$ cat src/hdl/jac_pkg.sv
// Shared types and constants for the four-point Jacobi stencil sweep.
// Configuration register codes, field widths and the per-cell descriptor.
// No dependencies.
package jac_pkg;

    localparam int CFG_ROWS_W  = 13;
    localparam int CFG_COLS_W  = 11;
    localparam int CFG_DATA_W  = 13;
    localparam int CFG_INDEX_W = 1;
    localparam int OUT_ROW_W   = 12;
    localparam int OUT_COL_W   = 10;

    localparam logic [CFG_INDEX_W-1:0] CFG_GRID_ROWS = 1'b0;
    localparam logic [CFG_INDEX_W-1:0] CFG_GRID_COLS = 1'b1;

    localparam logic [CFG_ROWS_W-1:0] GRID_ROWS_RESET = 13'd4096;
    localparam logic [CFG_COLS_W-1:0] GRID_COLS_RESET = 11'd1024;

    typedef struct packed {
        logic                 emit;
        logic                 last;
        logic [OUT_ROW_W-1:0] row;
        logic [OUT_COL_W-1:0] col;
    } cell_info_t;

endpackage

$ cat src/hdl/jac_raster.sv
// Raster position tracker and grid size registers for the stencil sweep.
// Produces line buffer addresses and the descriptor of the cell a sample closes.
// Depends on jac_pkg.
module jac_raster
    import jac_pkg::*;
#(
    parameter int MAX_ROWS = 4096,
    parameter int MAX_COLS = 1024,
    localparam int AW = (MAX_COLS > 1) ? $clog2(MAX_COLS) : 1
) (
    input  logic                   aclk,
    input  logic                   aresetn,
    input  logic                   cfg_wr_en,
    input  logic [CFG_INDEX_W-1:0] cfg_index,
    input  logic [CFG_DATA_W-1:0]  cfg_wdata,
    input  logic                   accept,
    output logic [AW-1:0]          addr_a,
    output logic [AW-1:0]          addr_b,
    output cell_info_t             info
);

    localparam int EXT_W = AW + CFG_COLS_W;

    function automatic logic [CFG_ROWS_W-1:0] clamp_rows(input logic [CFG_ROWS_W-1:0] v);
        logic [CFG_ROWS_W-1:0] res;
        res = v;
        if (v < CFG_ROWS_W'(3)) begin
            res = CFG_ROWS_W'(3);
        end else if (32'(v) > MAX_ROWS) begin
            res = CFG_ROWS_W'(MAX_ROWS);
        end
        return res;
    endfunction

    function automatic logic [CFG_COLS_W-1:0] clamp_cols(input logic [CFG_COLS_W-1:0] v);
        logic [CFG_COLS_W-1:0] res;
        res = v;
        if (v < CFG_COLS_W'(3)) begin
            res = CFG_COLS_W'(3);
        end else if (32'(v) > MAX_COLS) begin
            res = CFG_COLS_W'(MAX_COLS);
        end
        return res;
    endfunction

    logic [CFG_ROWS_W-1:0] rows_reg;
    logic [CFG_COLS_W-1:0] cols_reg;
    logic [CFG_ROWS_W-1:0] row_reg, row_next;
    logic [CFG_COLS_W-1:0] col_reg, col_next;
    logic [CFG_ROWS_W-1:0] r0, r0_inc, r0_dec;
    logic [CFG_COLS_W-1:0] c0, c0_inc, c0_dec, widx;
    logic [EXT_W-1:0]      widx_ext, c0_ext;

    always_ff @(posedge aclk) begin
        if (!aresetn) begin
            rows_reg <= clamp_rows(GRID_ROWS_RESET);
            cols_reg <= clamp_cols(GRID_COLS_RESET);
        end else if (cfg_wr_en) begin
            unique case (cfg_index)
                CFG_GRID_ROWS: rows_reg <= clamp_rows(cfg_wdata);
                CFG_GRID_COLS: cols_reg <= clamp_cols(cfg_wdata[CFG_COLS_W-1:0]);
                default: ;
            endcase
        end
    end

    always_comb begin
        c0 = col_reg;
        r0 = row_reg;
        if (c0 >= cols_reg) begin
            c0 = '0;
            r0 = row_reg + 1'b1;
        end
        if (r0 >= rows_reg) begin
            r0 = '0;
        end
        c0_inc = c0 + 1'b1;
        r0_inc = r0 + 1'b1;
        c0_dec = c0 - 1'b1;
        r0_dec = r0 - 1'b1;
        if (c0_inc >= cols_reg) begin
            col_next = '0;
            row_next = (r0_inc >= rows_reg) ? '0 : r0_inc;
        end else begin
            col_next = c0_inc;
            row_next = r0;
        end
        widx = (c0 == '0) ? (cols_reg - 1'b1) : c0_dec;
    end

    assign widx_ext = EXT_W'(widx);
    assign c0_ext   = EXT_W'(c0);
    assign addr_a   = widx_ext[AW-1:0];
    assign addr_b   = c0_ext[AW-1:0];

    assign info.emit = (r0 >= CFG_ROWS_W'(2)) && (c0 >= CFG_COLS_W'(2));
    assign info.last = (r0 == rows_reg - 1'b1) && (c0 == cols_reg - 1'b1);
    assign info.row  = r0_dec[OUT_ROW_W-1:0];
    assign info.col  = c0_dec[OUT_COL_W-1:0];

    always_ff @(posedge aclk) begin
        if (!aresetn) begin
            row_reg <= '0;
            col_reg <= '0;
        end else if (accept) begin
            row_reg <= row_next;
            col_reg <= col_next;
        end
    end

    // After a request taken with no configuration write, the position lies inside the grid in use.
    a_pos_in_grid: assert property (@(posedge aclk) disable iff (!aresetn)
        accept && !cfg_wr_en |=> (row_reg < rows_reg) && (col_reg < cols_reg))
        else $error("raster position left the grid");

endmodule

$ cat config.mk
export PLATFORM = sky130hd
export DESIGN_NAME = jac_raster
export DESIGN_NICKNAME = d
export VERILOG_FILES = /design/src/hdl/jac_pkg.sv /design/src/hdl/jac_raster.sv
export SDC_FILE = /design/constraint.sdc
export NUM_CORES = 1
export LEC_CHECK = 0
export ABC_AREA = 1
export BUFFER_PORTS_ARGS = -buffer_cell sky130_fd_sc_hd__clkbuf_2
export CAP_MARGIN = 40
export CORE_UTILIZATION = 35
export CTS_BUF_LIST = sky130_fd_sc_hd__clkbuf_4
export DETAILED_ROUTE_END_ITERATION = 10
export GPL_TIMING_DRIVEN = 0
export SLEW_MARGIN = 20
export SYNTH_ARGS = -nofsm -noshare
export SYNTH_HDL_FRONTEND = slang
export SYNTH_SLANG_ARGS = --single-unit
export TNS_END_PERCENT = 1
$ cat constraint.sdc
create_clock -name aclk -period 13.8 [get_ports aclk]
set_clock_uncertainty 0.2 [all_clocks]
set_input_delay 1.38 -clock aclk [delete_from_list [all_inputs] [get_ports aclk]]
set_output_delay 1.38 -clock aclk [all_outputs]
set_load 0.02 [all_outputs]
==> flow_summary_export.csv <==
group,metric,value,unit
floorplan,die_h,131,um
route,vias,6072,
status,outcome,"complete, no violations",
timing,relSlewSlack,44.3,%
min_path,worst_hold_path_type,"reg2reg",
min_path,hp-start,"col_reg[0]",
worst_setup_path,cp_max_fo,10,
yosys,ys_ff_latch,48,
pwr,power.total,0.537,mW
timing,finalSetupTns,0,ps
cells_and_area,utilization,40.5,%
floorplan,core_area,16000,um^2
worst_setup_path,cp_slowest_cell,"nor2_1",
yosys,ys_top_cells_by_area,"dfxtp_1 17%, nand2_1 17%, ha_1 13%, xor2_1 8.0%, inv_1 7.4%",
timing,final-setup-viol-count,0,
worst_setup_path,worstSetupStartpointType,"register",
route,dr.pass1.iters,5,
cells_and_area,multi_input_area,4250,um^2
yosys,avgSynthCellArea,6.33,um^2
job,maxCapViolations,0,
global_routing,grt_first_pass_wirelength,28.7,mm
worst_setup_path,path_common_cell,"nand2_1",
yosys,synth_cells,916,
global_routing,busiest_layer,"met2",
worst_setup_path,crit_required,13970,ps
route,drt_iter0_markers,449,
cts,numCtsBuffers,5,
cts,cts.clk_slew.worst_paths,170,ps
cells_and_area,layout_commonest_cell,"nand2_1",
route,post_drt_wl_per_cell,15.0,um
cells_and_area,final_design_area_no_fill,6470,um^2
pwr,power.leakage,3.31,nW
worst_setup_path,worstPathArrival,7200,ps
floorplan,dieArea,17100,um^2
cells_and_area,nets,1059,
placed_design,dp_hpwl,15.0,mm
worst_setup_path,reg2reg_depth,34,
worst_setup_path,timing.rr.start,"cols_reg[6]",
global_routing,use_met2,33.6,%
cells_and_area,mostFrequentLayoutCells,"255 x nand2_1, 115 x inv_1, 65 x nor2_1, 61 x a21oi_1, 60 x clkbuf_2",
route,routed_via_density,5.06,
yosys,seq_area_frac_synth,16.6,%
cts,clockBufferDepth,2,
placed_design,gp_congestion,0.956,
cts,post_cts.repair.setup_buffers,0,
timing,grt_setup_unrepaired,"no",
cts,hold_buffers,0,
yosys,synth.distinct_cells,48,
global_routing,use_met1,32.3,%
worst_setup_path,cp-end-kind,"register",
cts,clock_latency,420,ps
cells_and_area,drive_above_1_share,15.5,%
floorplan,ios,62,
worst_setup_path,r2r_slack,6770,ps
timing,slew_viol_final,0,
pwr,max-vdd-ir-drop,0.0410,mV
timing,fmax,142,MHz
timing,finalHoldViolCount,0,
cts,cts_root_buffer,"clkbuf_4",
route,antenna_left,0,
worst_setup_path,reg2reg_to,"row_reg[10]",
min_path,hold_end,"col_reg[0]",
floorplan,die_w,131,um
placed_design,placed_area,6370,um^2
floorplan,fp-row-count,46,
global_routing,grt_overflow,0,
timing,fin_crit,7030,ps
min_path,hold-path-cell-count,2,
yosys,syn_nets,992,
timing,holdWs,281,ps
timing,period_share,50.9,%
cts,htreeDepth,2,
cts,cts_tree,"built",
global_routing,track_usage,22.0,%
route,routed_wl,18.0,mm
yosys,synth_warnings,0,
cells_and_area,seqCellArea,961,um^2
route,drc,0,
cts,cts.sinks,48,
placed_design,numPortBuffers,60,
worst_setup_path,cpPeakStageDelay,510,ps
cts,post_cts_resized,0,
global_routing,grt_pass1_vias,5474,
pwr,p_per_area,83.0,nW/um^2
yosys,synth_top_area_share,16.6,%
global_routing,met3_usage,3.01,%
cells_and_area,area_growth,11.7,%
worst_setup_path,timing_worst_setup_path_type,"reg2reg",
global_routing,antenna_found_initial,1,
yosys,synth_top_area_cell,"dfxtp_1",
global_routing,grt_max_degree,17,
timing,worst_pin_slew,832,ps
yosys,synth_area,5800,um^2
floorplan,start_util,36.2,%
cells_and_area,fillCellCount,1820,
==> kinds of logic after synthesis <==
logic type,count (synthesis),synth area share (%)
simple gates,487,40.1
buf+inv,145,10.1
compound gates,119,11.8
xor+xnor,59,8.92
fa+ha+maj,58,12.5
flops,48,16.6
==> cell usage after synthesis, drive strengths merged <==
| library cell | number |
|---|---|
| a211oi | 2 |
| a21oi | 64 |
| a22oi | 3 |
| a31oi | 7 |
| and2 | 5 |
| and3 | 1 |
| buf | 6 |
| clkbuf | 11 |
| clkinv | 2 |
| dfxtp | 48 |
| ha | 58 |
| inv | 126 |
| nand2 | 286 |
| nand3 | 55 |
| nand3b | 2 |
| nand4 | 21 |
| nor2 | 85 |
| nor3 | 25 |
| nor4 | 4 |
| nor4b | 1 |
| o211ai | 2 |
| o21a | 2 |
| o21ai | 25 |
| o21bai | 3 |
| o221ai | 2 |
| o22ai | 7 |
| o31ai | 2 |
| or2 | 1 |
| or4 | 1 |
| xnor2 | 6 |
| xor2 | 53 |
==> report_power, final <==
group / switching [mW] / internal (mW)
Sequential: 0.00482 / 0.143
Clock: 0.0539 / 0.0570
Combinational: 0.188 / 0.0903
==> how the worst max path moves through the flow <==
stage                           start          end  slack [ps]
after floorplan           cols_reg[6]   row_reg[1]        8170
after global placement    cols_reg[6]  row_reg[10]        6880
after detailed placement  cols_reg[6]  row_reg[11]        6900
after CTS                 cols_reg[6]     info[22]        6830
after global routing      cols_reg[6]  row_reg[11]        6290
final                     cols_reg[6]  row_reg[10]        6770
==> metrics by stage <==
step,worst slack [ps],instances
6_report,6770,1201
3_5_place_dp,6900,1192
4_1_cts,6830,1200
3_3_place_gp,6880,1192
5_1_grt,6290,1201
2_1_floorplan,8170,916
==> layout make-up <==
cell class / count / share of cell area [%]
sequential: 48 / 14.8
antenna: 1 / 0.0386
clock buffer: 5 / 0.580
inverter: 128 / 7.46
timing repair buffer: 60 / 4.64
buffer: 17 / 1.60
tap: 216 / 4.17
clock inverter: 3 / 1.06
multi-input combinational: 723 / 65.6
==> routing by layer <==
metal | wire [um] | up-vias
met5 | 0 | -
met4 | 228 | 0
met3 | 1280 | 12
met2 | 7580 | 215
met1 | 8910 | 2731
li1 | - | 3114
==> critical path: cells and delay by family (launching register included) <==
kind,cells,cell delay [ps]
buffers and inverters,6,1000
xor gates and xnor gates,1,310
AOI/OAI and AO/OA,6,1050
DFF,1,410
adders and majority gates,4,1160
and+or+nand+nor,17,2850
Note: power is estimated with default switching activity, not from simulation.
