$ cat src/hdl/jac_pkg.sv
// Shared types and constants for the four-point Jacobi stencil sweep.
// Configuration register codes, field widths and the per-cell descriptor.
// No dependencies.
package jac_pkg;

    localparam int CFG_ROWS_W  = 13;
    localparam int CFG_COLS_W  = 11;
    localparam int CFG_DATA_W  = 13;
    localparam int CFG_INDEX_W = 1;
    localparam int OUT_ROW_W   = 12;
    localparam int OUT_COL_W   = 10;

    localparam logic [CFG_INDEX_W-1:0] CFG_GRID_ROWS = 1'b0;
    localparam logic [CFG_INDEX_W-1:0] CFG_GRID_COLS = 1'b1;

    localparam logic [CFG_ROWS_W-1:0] GRID_ROWS_RESET = 13'd4096;
    localparam logic [CFG_COLS_W-1:0] GRID_COLS_RESET = 11'd1024;

    typedef struct packed {
        logic                 emit;
        logic                 last;
        logic [OUT_ROW_W-1:0] row;
        logic [OUT_COL_W-1:0] col;
    } cell_info_t;

endpackage

$ cat src/hdl/jac_average.sv
// Compute stage and output register of the stencil sweep: four-neighbour sum,
// floor division by four, and the stream handshake. Depends on jac_pkg.
module jac_average
    import jac_pkg::*;
#(
    parameter int SW = 32
) (
    input  logic                 aclk,
    input  logic                 aresetn,
    input  logic                 s_tvalid,
    output logic                 s_tready,
    input  logic [SW-1:0]        sample,
    input  cell_info_t           info,
    output logic                 accept,
    input  logic [SW-1:0]        up,
    input  logic [SW-1:0]        moved,
    input  logic [SW-1:0]        right,
    output logic                 wr_en,
    output logic [SW-1:0]        wr_newer,
    output logic                 m_tvalid,
    input  logic                 m_tready,
    output logic [SW-1:0]        result_value,
    output logic [OUT_ROW_W-1:0] result_row,
    output logic [OUT_COL_W-1:0] result_col,
    output logic                 last_result
);

    localparam int XW = SW + 2;

    logic                 s1_valid_reg;
    cell_info_t           s1_info_reg;
    logic [SW-1:0]        s1_down_reg;
    logic [SW-1:0]        prior_reg;
    logic [SW-1:0]        left_reg;
    logic                 s1_move;
    logic [XW-1:0]        sum;
    logic                 m_valid_reg;
    logic [SW-1:0]        m_value_reg;
    logic [OUT_ROW_W-1:0] m_row_reg;
    logic [OUT_COL_W-1:0] m_col_reg;
    logic                 m_last_reg;

    assign s1_move  = s1_valid_reg && (!s1_info_reg.emit || !m_valid_reg || m_tready);
    assign s_tready = !s1_valid_reg || s1_move;
    assign accept   = s_tvalid && s_tready;
    assign wr_en    = s1_move;
    assign wr_newer = s1_down_reg;

    assign sum = {{2{up[SW-1]}}, up} + {{2{s1_down_reg[SW-1]}}, s1_down_reg}
               + {{2{left_reg[SW-1]}}, left_reg} + {{2{right[SW-1]}}, right};

    always_ff @(posedge aclk) begin
        if (!aresetn) begin
            s1_valid_reg <= 1'b0;
            prior_reg    <= '0;
        end else begin
            if (accept) begin
                s1_valid_reg <= 1'b1;
                prior_reg    <= sample;
            end else if (s1_move) begin
                s1_valid_reg <= 1'b0;
            end
        end
    end

    always_ff @(posedge aclk) begin
        if (accept) begin
            s1_info_reg <= info;
            s1_down_reg <= prior_reg;
        end
        if (s1_move) begin
            left_reg <= moved;
        end
    end

    always_ff @(posedge aclk) begin
        if (!aresetn) begin
            m_valid_reg <= 1'b0;
        end else if (s1_move && s1_info_reg.emit) begin
            m_valid_reg <= 1'b1;
        end else if (m_tready) begin
            m_valid_reg <= 1'b0;
        end
    end

    always_ff @(posedge aclk) begin
        if (s1_move && s1_info_reg.emit) begin
            m_value_reg <= sum[XW-1:2];
            m_row_reg   <= s1_info_reg.row;
            m_col_reg   <= s1_info_reg.col;
            m_last_reg  <= s1_info_reg.last;
        end
    end

    assign m_tvalid     = m_valid_reg;
    assign result_value = m_value_reg;
    assign result_row   = m_row_reg;
    assign result_col   = m_col_reg;
    assign last_result  = m_last_reg;

    // A result only advances when the output register is free or being emptied.
    a_no_overwrite: assert property (@(posedge aclk) disable iff (!aresetn)
        s1_move && s1_info_reg.emit |-> !m_valid_reg || m_tready)
        else $error("result overwritten before it was taken");

    // The input side stalls only while the compute stage holds a request.
    a_stall_cause: assert property (@(posedge aclk) disable iff (!aresetn)
        !s_tready |-> s1_valid_reg && !s1_move)
        else $error("input stalled without a held request");

    // A request taken is in the compute stage in the next cycle.
    a_stage_loaded: assert property (@(posedge aclk) disable iff (!aresetn)
        accept |=> s1_valid_reg)
        else $error("accepted request missing from compute stage");

endmodule

$ cat config.mk
export PLATFORM = sky130hd
export DESIGN_NAME = jac_average
export DESIGN_NICKNAME = d
export VERILOG_FILES = /design/src/hdl/jac_pkg.sv /design/src/hdl/jac_average.sv
export SDC_FILE = /design/constraint.sdc
export NUM_CORES = 1
export LEC_CHECK = 0
export BUFFER_PORTS_ARGS = -buffer_cell sky130_fd_sc_hd__buf_2
export CAP_MARGIN = 30
export CORE_MARGIN = 2
export CORE_UTILIZATION = 35
export CTS_BUF_LIST = sky130_fd_sc_hd__clkbuf_2
export CTS_CLUSTER_SIZE = 8
export DETAILED_ROUTE_END_ITERATION = 8
export GPL_TIMING_DRIVEN = 0
export PLACE_DENSITY = 0.57
export SYNTH_ARGS = -nofsm -noshare
export SYNTH_HDL_FRONTEND = slang
export SYNTH_SLANG_ARGS = --single-unit
$ cat constraint.sdc
create_clock -name aclk -period 4.1 [get_ports aclk]
set_input_delay 0.205 -clock aclk [delete_from_list [all_inputs] [get_ports aclk]]
set_output_delay 0.205 -clock aclk [all_outputs]
set_load 0.005 [all_outputs]
==> results of run 1 <==
-- stage by stage --
step,power (mW),hold WS (ns)
global route,5.55,-0.0105
global placement,4.00,0.381
CTS,5.22,0.00803
detailed placement,4.01,0.383
finish,5.15,0.0746
floorplan,3.48,0.304
-- layer usage --
| layer | track usage | vias to the layer above | wire length [µm] |
|---|---|---|---|
| li1 | - | 3345 | - |
| met1 | 0.228 | 3211 | 10700 |
| met2 | 0.290 | 150 | 11600 |
| met3 | 0.0387 | 22 | 971 |
| met4 | 0.0506 | 0 | 446 |
| met5 | 0 | - | 0 |
-- cell families after synthesis --
| logic type | after synthesis | synth area share |
|---|---|---|
| fa+ha+maj | 96 | 0.183 |
| simple gates | 142 | 0.0701 |
| compound gates | 130 | 0.0972 |
| buf+inv | 200 | 0.0812 |
| flops | 177 | 0.538 |
| xor+xnor | 32 | 0.0303 |
-- placed cells by master, fill, tap and decap left out, types with 6 or more instances in the layout --
cell type        n
xnor2_1         17
nand2_1         94
xor2_1          15
edfxtp_1       143
buf_2          247
clkbuf_1        14
dlygate4sd3_1  137
fa_1            65
nor2_1          17
ha_1            31
o21ai_0         23
a21boi_0        33
a21oi_1         32
nand3_1          6
nand4_1          6
inv_1          185
dfxtp_1         34
clkbuf_2        17
-- how the worst max path moves through the flow --
stage                start          endpoint  slack [ns]  cells after the start
2_1_floorplan     m_tvalid       left_reg[0]        0.68                      2
3_3_place_gp      m_tvalid             wr_en       -1.67                      3
3_5_place_dp   wr_newer[2]  result_value[27]        0.32                     12
4_1_cts        wr_newer[2]  result_value[23]        0.28                     12
5_1_grt        wr_newer[2]  result_value[11]        0.09                     12
6_report       wr_newer[2]  result_value[23]        0.34                     12
-- repair_timing --
| action | CTS | global route |
|---|---|---|
| gates resized for setup | 0 | 0 |
| hold buffers | 135 | 2 |
| endpoints found under the setup margin | 0 | 0 |
| endpoints found under the hold margin | 90 | 2 |
-- worst max-delay path: cells and delay by family, from the launching register on --
| family | cells | cell delay [ns] |
|---|---|---|
| XOR/XNOR | 1 | 0.17 |
| adder cells (fa/ha/maj) | 3 | 1.42 |
| buffers and inverters | 2 | 0.16 |
| AO/OA/AOI/OAI | 5 | 1.17 |
| AND/OR/NAND/NOR | 1 | 0.14 |
| flip-flops | 1 | 0.48 |
-- area by class of cell --
| cell class | count | area (µm²) | share of cell area |
|---|---|---|---|
| Antenna cell | 4 | 10.0 | 0.000791 |
| Buffer | 15 | 57.6 | 0.00455 |
| Clock buffer | 17 | 85.1 | 0.00672 |
| Clock inverter | 15 | 223 | 0.0176 |
| Inverter | 185 | 694 | 0.0548 |
| Multi-Input combinational cell | 400 | 3530 | 0.279 |
| Sequential cell | 177 | 4970 | 0.393 |
| Tap cell | 335 | 419 | 0.0331 |
| Timing Repair Buffer | 386 | 2660 | 0.210 |
-- report_power, final --
part / switching, mW / internal, mW / leakage, nW
combinational: 1.05 / 0.814 / 3.93
clock: 0.832 / 0.257 / 0.173
sequential: 0.0434 / 2.16 / 1.65
==> reports/results.tsv, run 1 <==
stage	metric	value	unit
synth	top-area cell type share of the netlist area	0.465	
detailed_routing	drt pass-1 iters	4	
synth	Post-synth EDFFs	143	
synth	YS warnings	0	
worst_hold_path	Hold Path Stages	3	
sta	post-layout worst setup margin	0.340	ns
layout	Total Nets Final	1434	
sta	clock period minus worst slack	3.76	ns
placed_design	routability cong.	0.850	
grt	global-route wire length before repair	37500	µm
job	max cap viols	0	
layout	Finished Layout Cells	1534	
die	Core ar.	0.0260	mm²
setup_path	CP max-delay cell	fa_1	
synth	synth top area cells	edfxtp_1 (46%), fa_1 (14%), inv_1 (7.5%)	
sta	Fmax	266	MHz
synth	flops & latches, synth	177	
setup_path	CP Capture Type	flop	
synth	Avg Cell Area, Syn	11.9	µm²
synth	FFs w/ async S/R, synth	0	
layout	Design Area, Final	0.0127	mm²
grt	Global Route Usage Sum	0.174	
synth	Syn Nets	1029	
detailed_routing	DRC	0	
placed_design	Port Buffers	246	
sta	Setup Total Neg Slack	0	ns
synth	post-synthesis sequential area ratio	0.538	
die	Die Ht	166	µm
synth	dominant cell type by area after synthesis	edfxtp_1	
setup_path	Critical Path RT	4.64	ns
placed_design	dpl hpwl	17600	µm
die	die span in x	166	µm
detailed_routing	detailed-route via count	6728	
clock_network	worst-skew pair later-pin latency	0.78	ns
sta	Slew HR	0.461	
pwr	Cell Pwr Density	407	mW/mm²
synth	Cell Area, Synth	0.00924	mm²
setup_path	Register-to-Register Setup Slack	0.34	ns
grt	total grt overflow	0	
clock_network	Reg clk slew, reported paths	0.32	ns
sta	final hold violation count	0	
placed_design	DP Area	0.0110	mm²
worst_hold_path	min-delay src	aresetn	
setup_path	Arr. time, crit path	4.30	ns
grt	number of global-route vias before repair	7091	
setup_path	Crit Path Category	reg2reg	
die	Rows	59	
layout	Layout fillers	2430	
synth	post-synthesis cell count	777	
placed_design	Cells after DPL	1361	
clock_network	clock sinks	177	
die	die area	0.0277	mm²
placed_design	DP Worst Slack	0.315	ns
synth	Synth Flop Type	edfxtp_1	
layout	share of cells above drive strength 1	0.252	
setup_path	FF-to-FF Start	wr_newer[2]	
worst_hold_path	worst hold endpoint	prior_reg[29]	
status	status	finished clean	
synth	Netlist cell types	49	
synth	most frequent cells after synthesis	inv_1 (185), edfxtp_1 (143), nand2_1 (94)	
clock_network	Post-CTS Setup Bufs	0	
layout	Area Overhead vs Synth	37.0	%
clock_network	TritonCTS clock tree	built	
detailed_routing	DRT iter0 DRCs	277	
clock_network	H-tree levels	4	
setup_path	Reg2Reg Depth	12	
detailed_routing	antenna-violating nets left	0	
layout	Final Util	0.487	
clock_network	Bufs on Longest Clock Path	2	
detailed_routing	DRT Wirelength	23700	µm
grt	initial antenna violation count	4	
die	Starting Density	0.356	
setup_path	crit-path cells	inv_1 > fa_1 > fa_1 > inv_1 > fa_1 > a211oi_1 > o211ai_1 > nand2_1 > a21oi_2 > o2111ai_1 > o21ai_0 > xor2_1	
clock_network	clock root cell	clkbuf_2	
sta	Final setup viols	0	
die	Top-Level Pins	247	
setup_path	Worst Path Max Fanout	3	
pwr	Worst VDD drop	0.174	mV
sta	RSZ-0062 raised after global routing	no	
sta	fraction of the cycle the final worst path needs	0.917	
worst_hold_path	Hold WC Path Type	in2reg	
sta	Clock Skew	0.0538	ns
synth	most common cell in the synthesized netlist	inv_1	
clock_network	CTS Buf Count	17	
pwr	Leak	5.75	nW
sta	Least-Margin Pin Slew	0.808	ns
setup_path	Slowest Stage Delay on Critical Path	0.51	ns
detailed_routing	routed len/inst	15.4	µm
setup_path	reg2reg end	result_value[23]	
setup_path	cell mode on critical path	fa_1	
sta	Slew Limit Fails	0	
detailed_routing	drt via density	4.39	
grt	largest net degree at the start of global routing	37	
setup_path	Startpoint Class	flop	
Power figures use the tool's default switching activity.
==> run 2, diff against run 1 <==
--- a/config.mk
+++ b/config.mk
@@ -13,7 +13,7 @@
 export CTS_CLUSTER_SIZE = 8
 export DETAILED_ROUTE_END_ITERATION = 8
 export GPL_TIMING_DRIVEN = 0
-export PLACE_DENSITY = 0.57
+export PLACE_DENSITY = 0.66
 export SYNTH_ARGS = -nofsm -noshare
 export SYNTH_HDL_FRONTEND = slang
 export SYNTH_SLANG_ARGS = --single-unit
==> run 2 against run 1 <==
  * Power down 0.98%
  * Die area stayed put
  * Sequential power about the same
  * Worst hold slack improved by 0.034 ns
  * Global-route usage rose by 0.21 points
  * Cell count grew 0.91%
  * Sequential share of layout area is 0.37 points lower
  * Non-clock buffer count is 13 higher
  * Sequential cell count did not move
  * Critical endpoint is now result_value[25]
  * Largest power group unchanged
  * Highest routed layer unchanged
==> reports/results.tsv, run 2 (same netlist as run 1, synthesis figures left out) <==
stage	metric	value	unit	change
worst_hold_path	Hold WC Path Type	in2reg		
sta	Slew HR	0.454		-0.00699
sta	Final setup viols	0		unchanged
grt	largest net degree at the start of global routing	36		-2.7%
job	max cap viols	0		unchanged
detailed_routing	DRC	0		unchanged
sta	Least-Margin Pin Slew	0.819	ns	+0.0105 ns
die	die area	0.0277	mm²	unchanged
pwr	Worst VDD drop	0.195	mV	+12%
setup_path	reg2reg end	result_value[25]		
layout	multi-input logic area	0.00353	mm²	unchanged
layout	most frequent cells in the layout	buf_2 (247), inv_1 (185), dlygate4sd3_1 (150), edfxtp_1 (143), nand2_1 (94)		
clock_network	clock sinks	177		unchanged
clock_network	Post-CTS Setup Bufs	0		unchanged
die	Rows	59		unchanged
grt	Global Route Usage Sum	0.176		+0.00214
detailed_routing	antenna-violating nets left	0		unchanged
die	Starting Density	0.356		unchanged
setup_path	crit path from	wr_newer[2]		
grt	global-route wire length before repair	38100	µm	+1.5%
detailed_routing	routed len/inst	15.6	µm	+1.0%
sta	clock period minus worst slack	3.76	ns	+0.000437 ns
detailed_routing	detailed-route via count	6901		+2.6%
sta	RSZ-0062 raised after global routing	no		
grt	initial antenna violation count	5		+1
layout	Layout fillers	2330		-4.1%
setup_path	Reg2Reg Depth	12		unchanged
setup_path	Arr. time, crit path	4.29	ns	about the same
clock_network	Reg clk slew, reported paths	0.31	ns	about the same
sta	final hold violation count	0		unchanged
sta	fraction of the cycle the final worst path needs	0.917		about the same
setup_path	Critical Path RT	4.63	ns	about the same
die	die span in x	166	µm	unchanged
detailed_routing	DRT iter0 DRCs	440		+59%
layout	commonest non-fill, non-tap cell in the layout	buf_2		
sta	Clock Skew	0.0564	ns	+0.00270 ns
pwr	Pwr Total	5.10	mW	-0.98%
pwr	Cell Pwr Density	399	mW/mm²	-1.9%
clock_network	Bufs on Longest Clock Path	2		unchanged
pwr	Leak	5.79	nW	+0.79%
layout	Total Nets Final	1447		+0.91%
setup_path	FF-to-FF Start	wr_newer[2]		
setup_path	end of the critical path	result_value[25]		
clock_network	worst-skew pair later-pin latency	0.79	ns	about the same
placed_design	Cells after DPL	1361		unchanged
setup_path	Worst Path Max Fanout	3		unchanged
layout	Finished Layout Cells	1548		+0.91%
clock_network	clock root cell	clkbuf_2		
grt	number of global-route vias before repair	7300		+2.9%
sta	Fmax	266	MHz	about the same
layout	share of cells above drive strength 1	0.249		-0.00271
clock_network	CTS Buf Count	17		unchanged
detailed_routing	drt via density	4.46		+1.6%
detailed_routing	DRT Wirelength	24100	µm	+1.9%
layout	register area	0.00497	mm²	unchanged
detailed_routing	drt pass-1 iters	5		+1
layout	Area Overhead vs Synth	38.3	%	
die	Top-Level Pins	247		unchanged
setup_path	Startpoint Class	flop		
setup_path	CP Capture Type	flop		
clock_network	TritonCTS clock tree	built		
status	status	finished clean		
setup_path	Crit Path Category	reg2reg		
sta	Slew Limit Fails	0		unchanged
sta	worst hold slack	0.108	ns	+0.0337 ns
placed_design	dpl hpwl	17800	µm	+0.74%
die	Core ar.	0.0260	mm²	unchanged
clock_network	H-tree levels	4		unchanged
setup_path	Register-to-Register Setup Slack	0.34	ns	about the same
die	Die Ht	166	µm	unchanged
placed_design	routability cong.	0.834		-1.9%
grt	total grt overflow	0		unchanged
placed_design	Port Buffers	246		unchanged
run 2: worst min-delay path by stage:
| stage | endpoint | from | depth (start not counted) |
|---|---|---|---|
| 5_1_grt | s1_info_reg[9] | info[9] | 2 |
| 2_1_floorplan | left_reg[0] | moved[0] | 0 |
| 3_5_place_dp | s1_info_reg[14] | info[14] | 1 |
| 6_report | left_reg[30] | moved[30] | 2 |
| 4_1_cts | s1_info_reg[5] | info[5] | 2 |
| 3_3_place_gp | s1_info_reg[2] | info[2] | 1 |
run 2: worst max-delay path, cell delays in order, from the launching register on:
cell	delay (ns)
edfxtp_1	0.49
inv_1	0.10
fa_1	0.43
fa_1	0.52
inv_1	0.07
fa_1	0.48
a211oi_1	0.36
o211ai_1	0.13
nand2_1	0.14
nand2_1	0.11
a21oi_1	0.31
o21ai_0	0.21
xor2_1	0.20
run 2: power breakdown:
part           switching (mW)  internal (mW)
logic                    1.05          0.823
registers              0.0420           2.16
clock network           0.791          0.234
run 2: what timing repair did:
action                                 CTS  global route
endpoints found under the hold margin   90             8
gates resized for setup                  0             0
hold buffers                           142             8
run 2: final cells by class:
class | instances | share of cell area
Antenna cell | 5 | 0.000979
Inverter | 185 | 0.0543
Timing Repair Buffer | 399 | 0.219
Clock inverter | 15 | 0.0159
Sequential cell | 177 | 0.389
Multi-Input combinational cell | 400 | 0.277
Clock buffer | 17 | 0.00666
Buffer | 15 | 0.00450
Tap cell | 335 | 0.0328
run 2: layer usage:
layer / up-vias / track usage / wire length [µm]
li1: 3372 / - / -
met1: 3288 / 0.225 / 10500
met2: 195 / 0.295 / 11900
met3: 46 / 0.0337 / 1010
met4: 0 / 0.0708 / 712
met5: - / 0 / 0
run 2: metrics by stage:
stage                     area, µm²  setup WS, ns  utilization  setup TNS [ns]
after CTS                     12700         0.367        0.488               0
after global routing          12800        0.0553        0.492               0
after floorplan                9240         0.680            -               0
after detailed placement      11000         0.412        0.423               0
after global placement        10900         -1.49        0.419          -66.28
final                         12800         0.340        0.492               0
==> run 3, diff against run 2 <==
==> constraint.sdc (replaced) <==
create_clock -name aclk -period 4.75 [get_ports aclk]
set_input_delay 0.2375 -clock aclk [delete_from_list [all_inputs] [get_ports aclk]]
set_output_delay 0.2375 -clock aclk [all_outputs]
set_load 0.005 [all_outputs]
==> run 3 against run 2 <==
  * Maximum frequency grew 0.22%
  * Utilization is 0.72 points lower
  * Cell count decreased by 1.2%
  * First-iteration DRC count shrank 4.5%
  * Clock skew is 0.0011 ns lower
  * Die area unchanged
  * Sequential share of layout area increased by 0.58 points
  * Non-clock buffer count fell by 19
==> reports/results.tsv, run 3 (same netlist as run 1, synthesis figures left out) <==
stage	metric	value	unit	change
status	status	finished clean		
detailed_routing	routed len/inst	15.5	µm	-0.46%
grt	number of global-route vias before repair	7111		-2.6%
pwr	sw frac	0.371		+0.000727
setup_path	top cell family by delay on the critical path	adder cells		
clock_network	H-tree levels	4		unchanged
pwr	Leak	5.71	nW	-1.5%
clock_network	clock sinks	177		unchanged
die	Starting Density	0.356		unchanged
grt	largest net degree at the start of global routing	36		unchanged
sta	Final setup viols	0		unchanged
die	Top-Level Pins	247		unchanged
clock_network	worst-skew pair later-pin latency	0.82	ns	+0.03 ns
layout	most frequent cells in the layout	buf_2 (247), inv_1 (185), edfxtp_1 (143), dlygate4sd3_1 (131), nand2_1 (94)		
pwr	Comb pwr share	0.365		-0.003
pwr	Pwr Total	4.39	mW	-14%
layout	Total Nets Final	1428		-1.3%
sta	Slew Limit Fails	0		unchanged
setup_path	Worst Path Max Fanout	3		unchanged
grt	global-route wire length before repair	37300	µm	-2.0%
grt	total grt overflow	0		unchanged
grt	initial antenna violation count	6		+1
detailed_routing	antenna-violating nets left	0		unchanged
clock_network	Bufs on Longest Clock Path	2		unchanged
clock_network	TritonCTS clock tree	built		
detailed_routing	DRT Wirelength	23700	µm	-1.6%
clock_network	Post-CTS Setup Bufs	0		unchanged
sta	clock period minus worst slack	3.75	ns	-0.00826 ns
sta	Slew HR	0.457		+0.00341
pwr	NetSw	1.63	mW	-14%
die	die span in x	166	µm	unchanged
setup_path	WP buf/inv	2		unchanged
die	Rows	59		unchanged
layout	share of cells above drive strength 1	0.253		+0.00398
layout	multi-input logic area	0.00353	mm²	unchanged
placed_design	Port Buffers	246		unchanged
layout	commonest non-fill, non-tap cell in the layout	buf_2		
layout	Design Area, Final	0.0126	mm²	-1.5%
sta	Least-Margin Pin Slew	0.814	ns	-0.00511 ns
pwr	Sequential Power Share	0.432		about the same
placed_design	dpl hpwl	17800	µm	unchanged
pwr	Worst VDD drop	0.141	mV	-28%
sta	Fmax	267	MHz	+0.22%
grt	Global Route Usage Sum	0.172		-0.00360
job	max cap viols	0		unchanged
sta	RSZ-0062 raised after global routing	no		
clock_network	CTS Buf Count	17		unchanged
pwr	Cell Pwr Density	349	mW/mm²	-13%
clock_network	clock root cell	clkbuf_2		
placed_design	DP Area	0.0110	mm²	unchanged
layout	Layout fillers	2349		+0.82%
detailed_routing	drt via density	4.44		-0.47%
sta	Clock Skew	0.0554	ns	-0.00109 ns
setup_path	Startpoint Class	flop		
setup_path	Crit Path Category	reg2reg		
detailed_routing	DRC	0		unchanged
clock_network	Reg clk slew, reported paths	0.29	ns	-0.02 ns
setup_path	Critical Path RT	5.30	ns	+0.67 ns
sta	fraction of the cycle the final worst path needs	0.790		-0.127
worst_hold_path	Hold WC Path Type	in2reg		
pwr	Internal	2.76	mW	-14%
detailed_routing	DRT iter0 DRCs	420		-4.5%
setup_path	cell mode on critical path	fa_1		
placed_design	DP Worst Slack	1.06	ns	+0.650 ns
setup_path	CP max-delay cell	fa_1		
layout	register area	0.00497	mm²	unchanged
setup_path	Slowest Stage Delay on Critical Path	0.52	ns	about the same
detailed_routing	detailed-route via count	6789		-1.6%
die	Core ar.	0.0260	mm²	unchanged
setup_path	crit-path cells	inv_1 > fa_1 > fa_1 > inv_1 > fa_1 > a211oi_1 > o21ai_0 > a31oi_1 > o21bai_1 > a21oi_1 > o21ai_0 > xor2_1		
clock_network	post-CTS sizing	0		unchanged
sta	final hold violation count	0		unchanged
setup_path	CP Capture Type	flop		
clock_network	hold_buf cts	124		-13%
pwr	clock power share	0.203		+0.002
die	Die Ht	166	µm	unchanged
layout	Area Overhead vs Synth	36.3	%	
setup_path	Arr. time, crit path	4.30	ns	about the same
placed_design	routability cong.	0.834		unchanged
detailed_routing	drt pass-1 iters	5		unchanged
die	die area	0.0277	mm²	unchanged
sta	post-layout worst setup margin	0.998	ns	+0.658 ns
run 3: cell types whose count changed in the layout (fill, tap and decap cells not counted), sizes merged:
cell         before  now
diode             5    6
dlygate4sd3     150  131
run 3: metrics by stage:
stage	hold WS (ns)	std cells	utilization	TNS (ns)
2_1_floorplan	0.336	777	-	0
3_3_place_gp	0.400	1358	0.419	-20.03
3_5_place_dp	0.405	1361	0.423	0
4_1_cts	0.00184	1517	0.481	0
5_1_grt	0.00246	1530	0.485	0
6_report	0.0650	1530	0.485	0
run 3: area by class of cell:
| class | instances | share of cell area |
|---|---|---|
| clock buffer | 17 | 0.00676 |
| sequential | 177 | 0.395 |
| multi-input combinational | 400 | 0.281 |
| inverter | 185 | 0.0551 |
| tap | 335 | 0.0333 |
| clock inverter | 15 | 0.0161 |
| antenna | 6 | 0.00119 |
| timing repair buffer | 380 | 0.207 |
| buffer | 15 | 0.00457 |
run 3: routing by layer:
| layer | share of wire | track usage | vias to the layer above |
|---|---|---|---|
| li1 | - | - | 3337 |
| met1 | 0.44 | 0.223 | 3250 |
| met2 | 0.49 | 0.287 | 165 |
| met3 | 0.040 | 0.0333 | 37 |
| met4 | 0.026 | 0.0675 | 0 |
| met5 | 0 | 0 | - |
run 3: worst paths after layout:
path                            to  slack [ns]  depth (start not counted)             from
hold / removal       prior_reg[29]        0.07                          3          aresetn
hold reg to reg      result_row[6]        0.42                          0  s1_info_reg[16]
setup reg to reg  result_value[11]         1.0                         12      wr_newer[2]
setup / recovery  result_value[11]         1.0                         12      wr_newer[2]
run 3: power groups by stage:
stage               Clock, mW  Sequential [mW]  Combinational, mW
floorplan                   0             1.94               1.07
global placement            0             1.94               1.50
detailed placement          0             1.93               1.51
CTS                     0.911             1.90               1.60
global route            0.981             1.91               1.81
finish                  0.890             1.90               1.60
run 3: worst reg2reg max path, stage by stage (launching register included):
cell	delay (ns)
edfxtp_1	0.49
inv_1	0.10
fa_1	0.43
fa_1	0.52
inv_1	0.07
fa_1	0.48
a211oi_1	0.36
o21ai_0	0.18
a31oi_1	0.28
o21bai_1	0.09
a21oi_1	0.23
o21ai_0	0.13
xor2_1	0.18
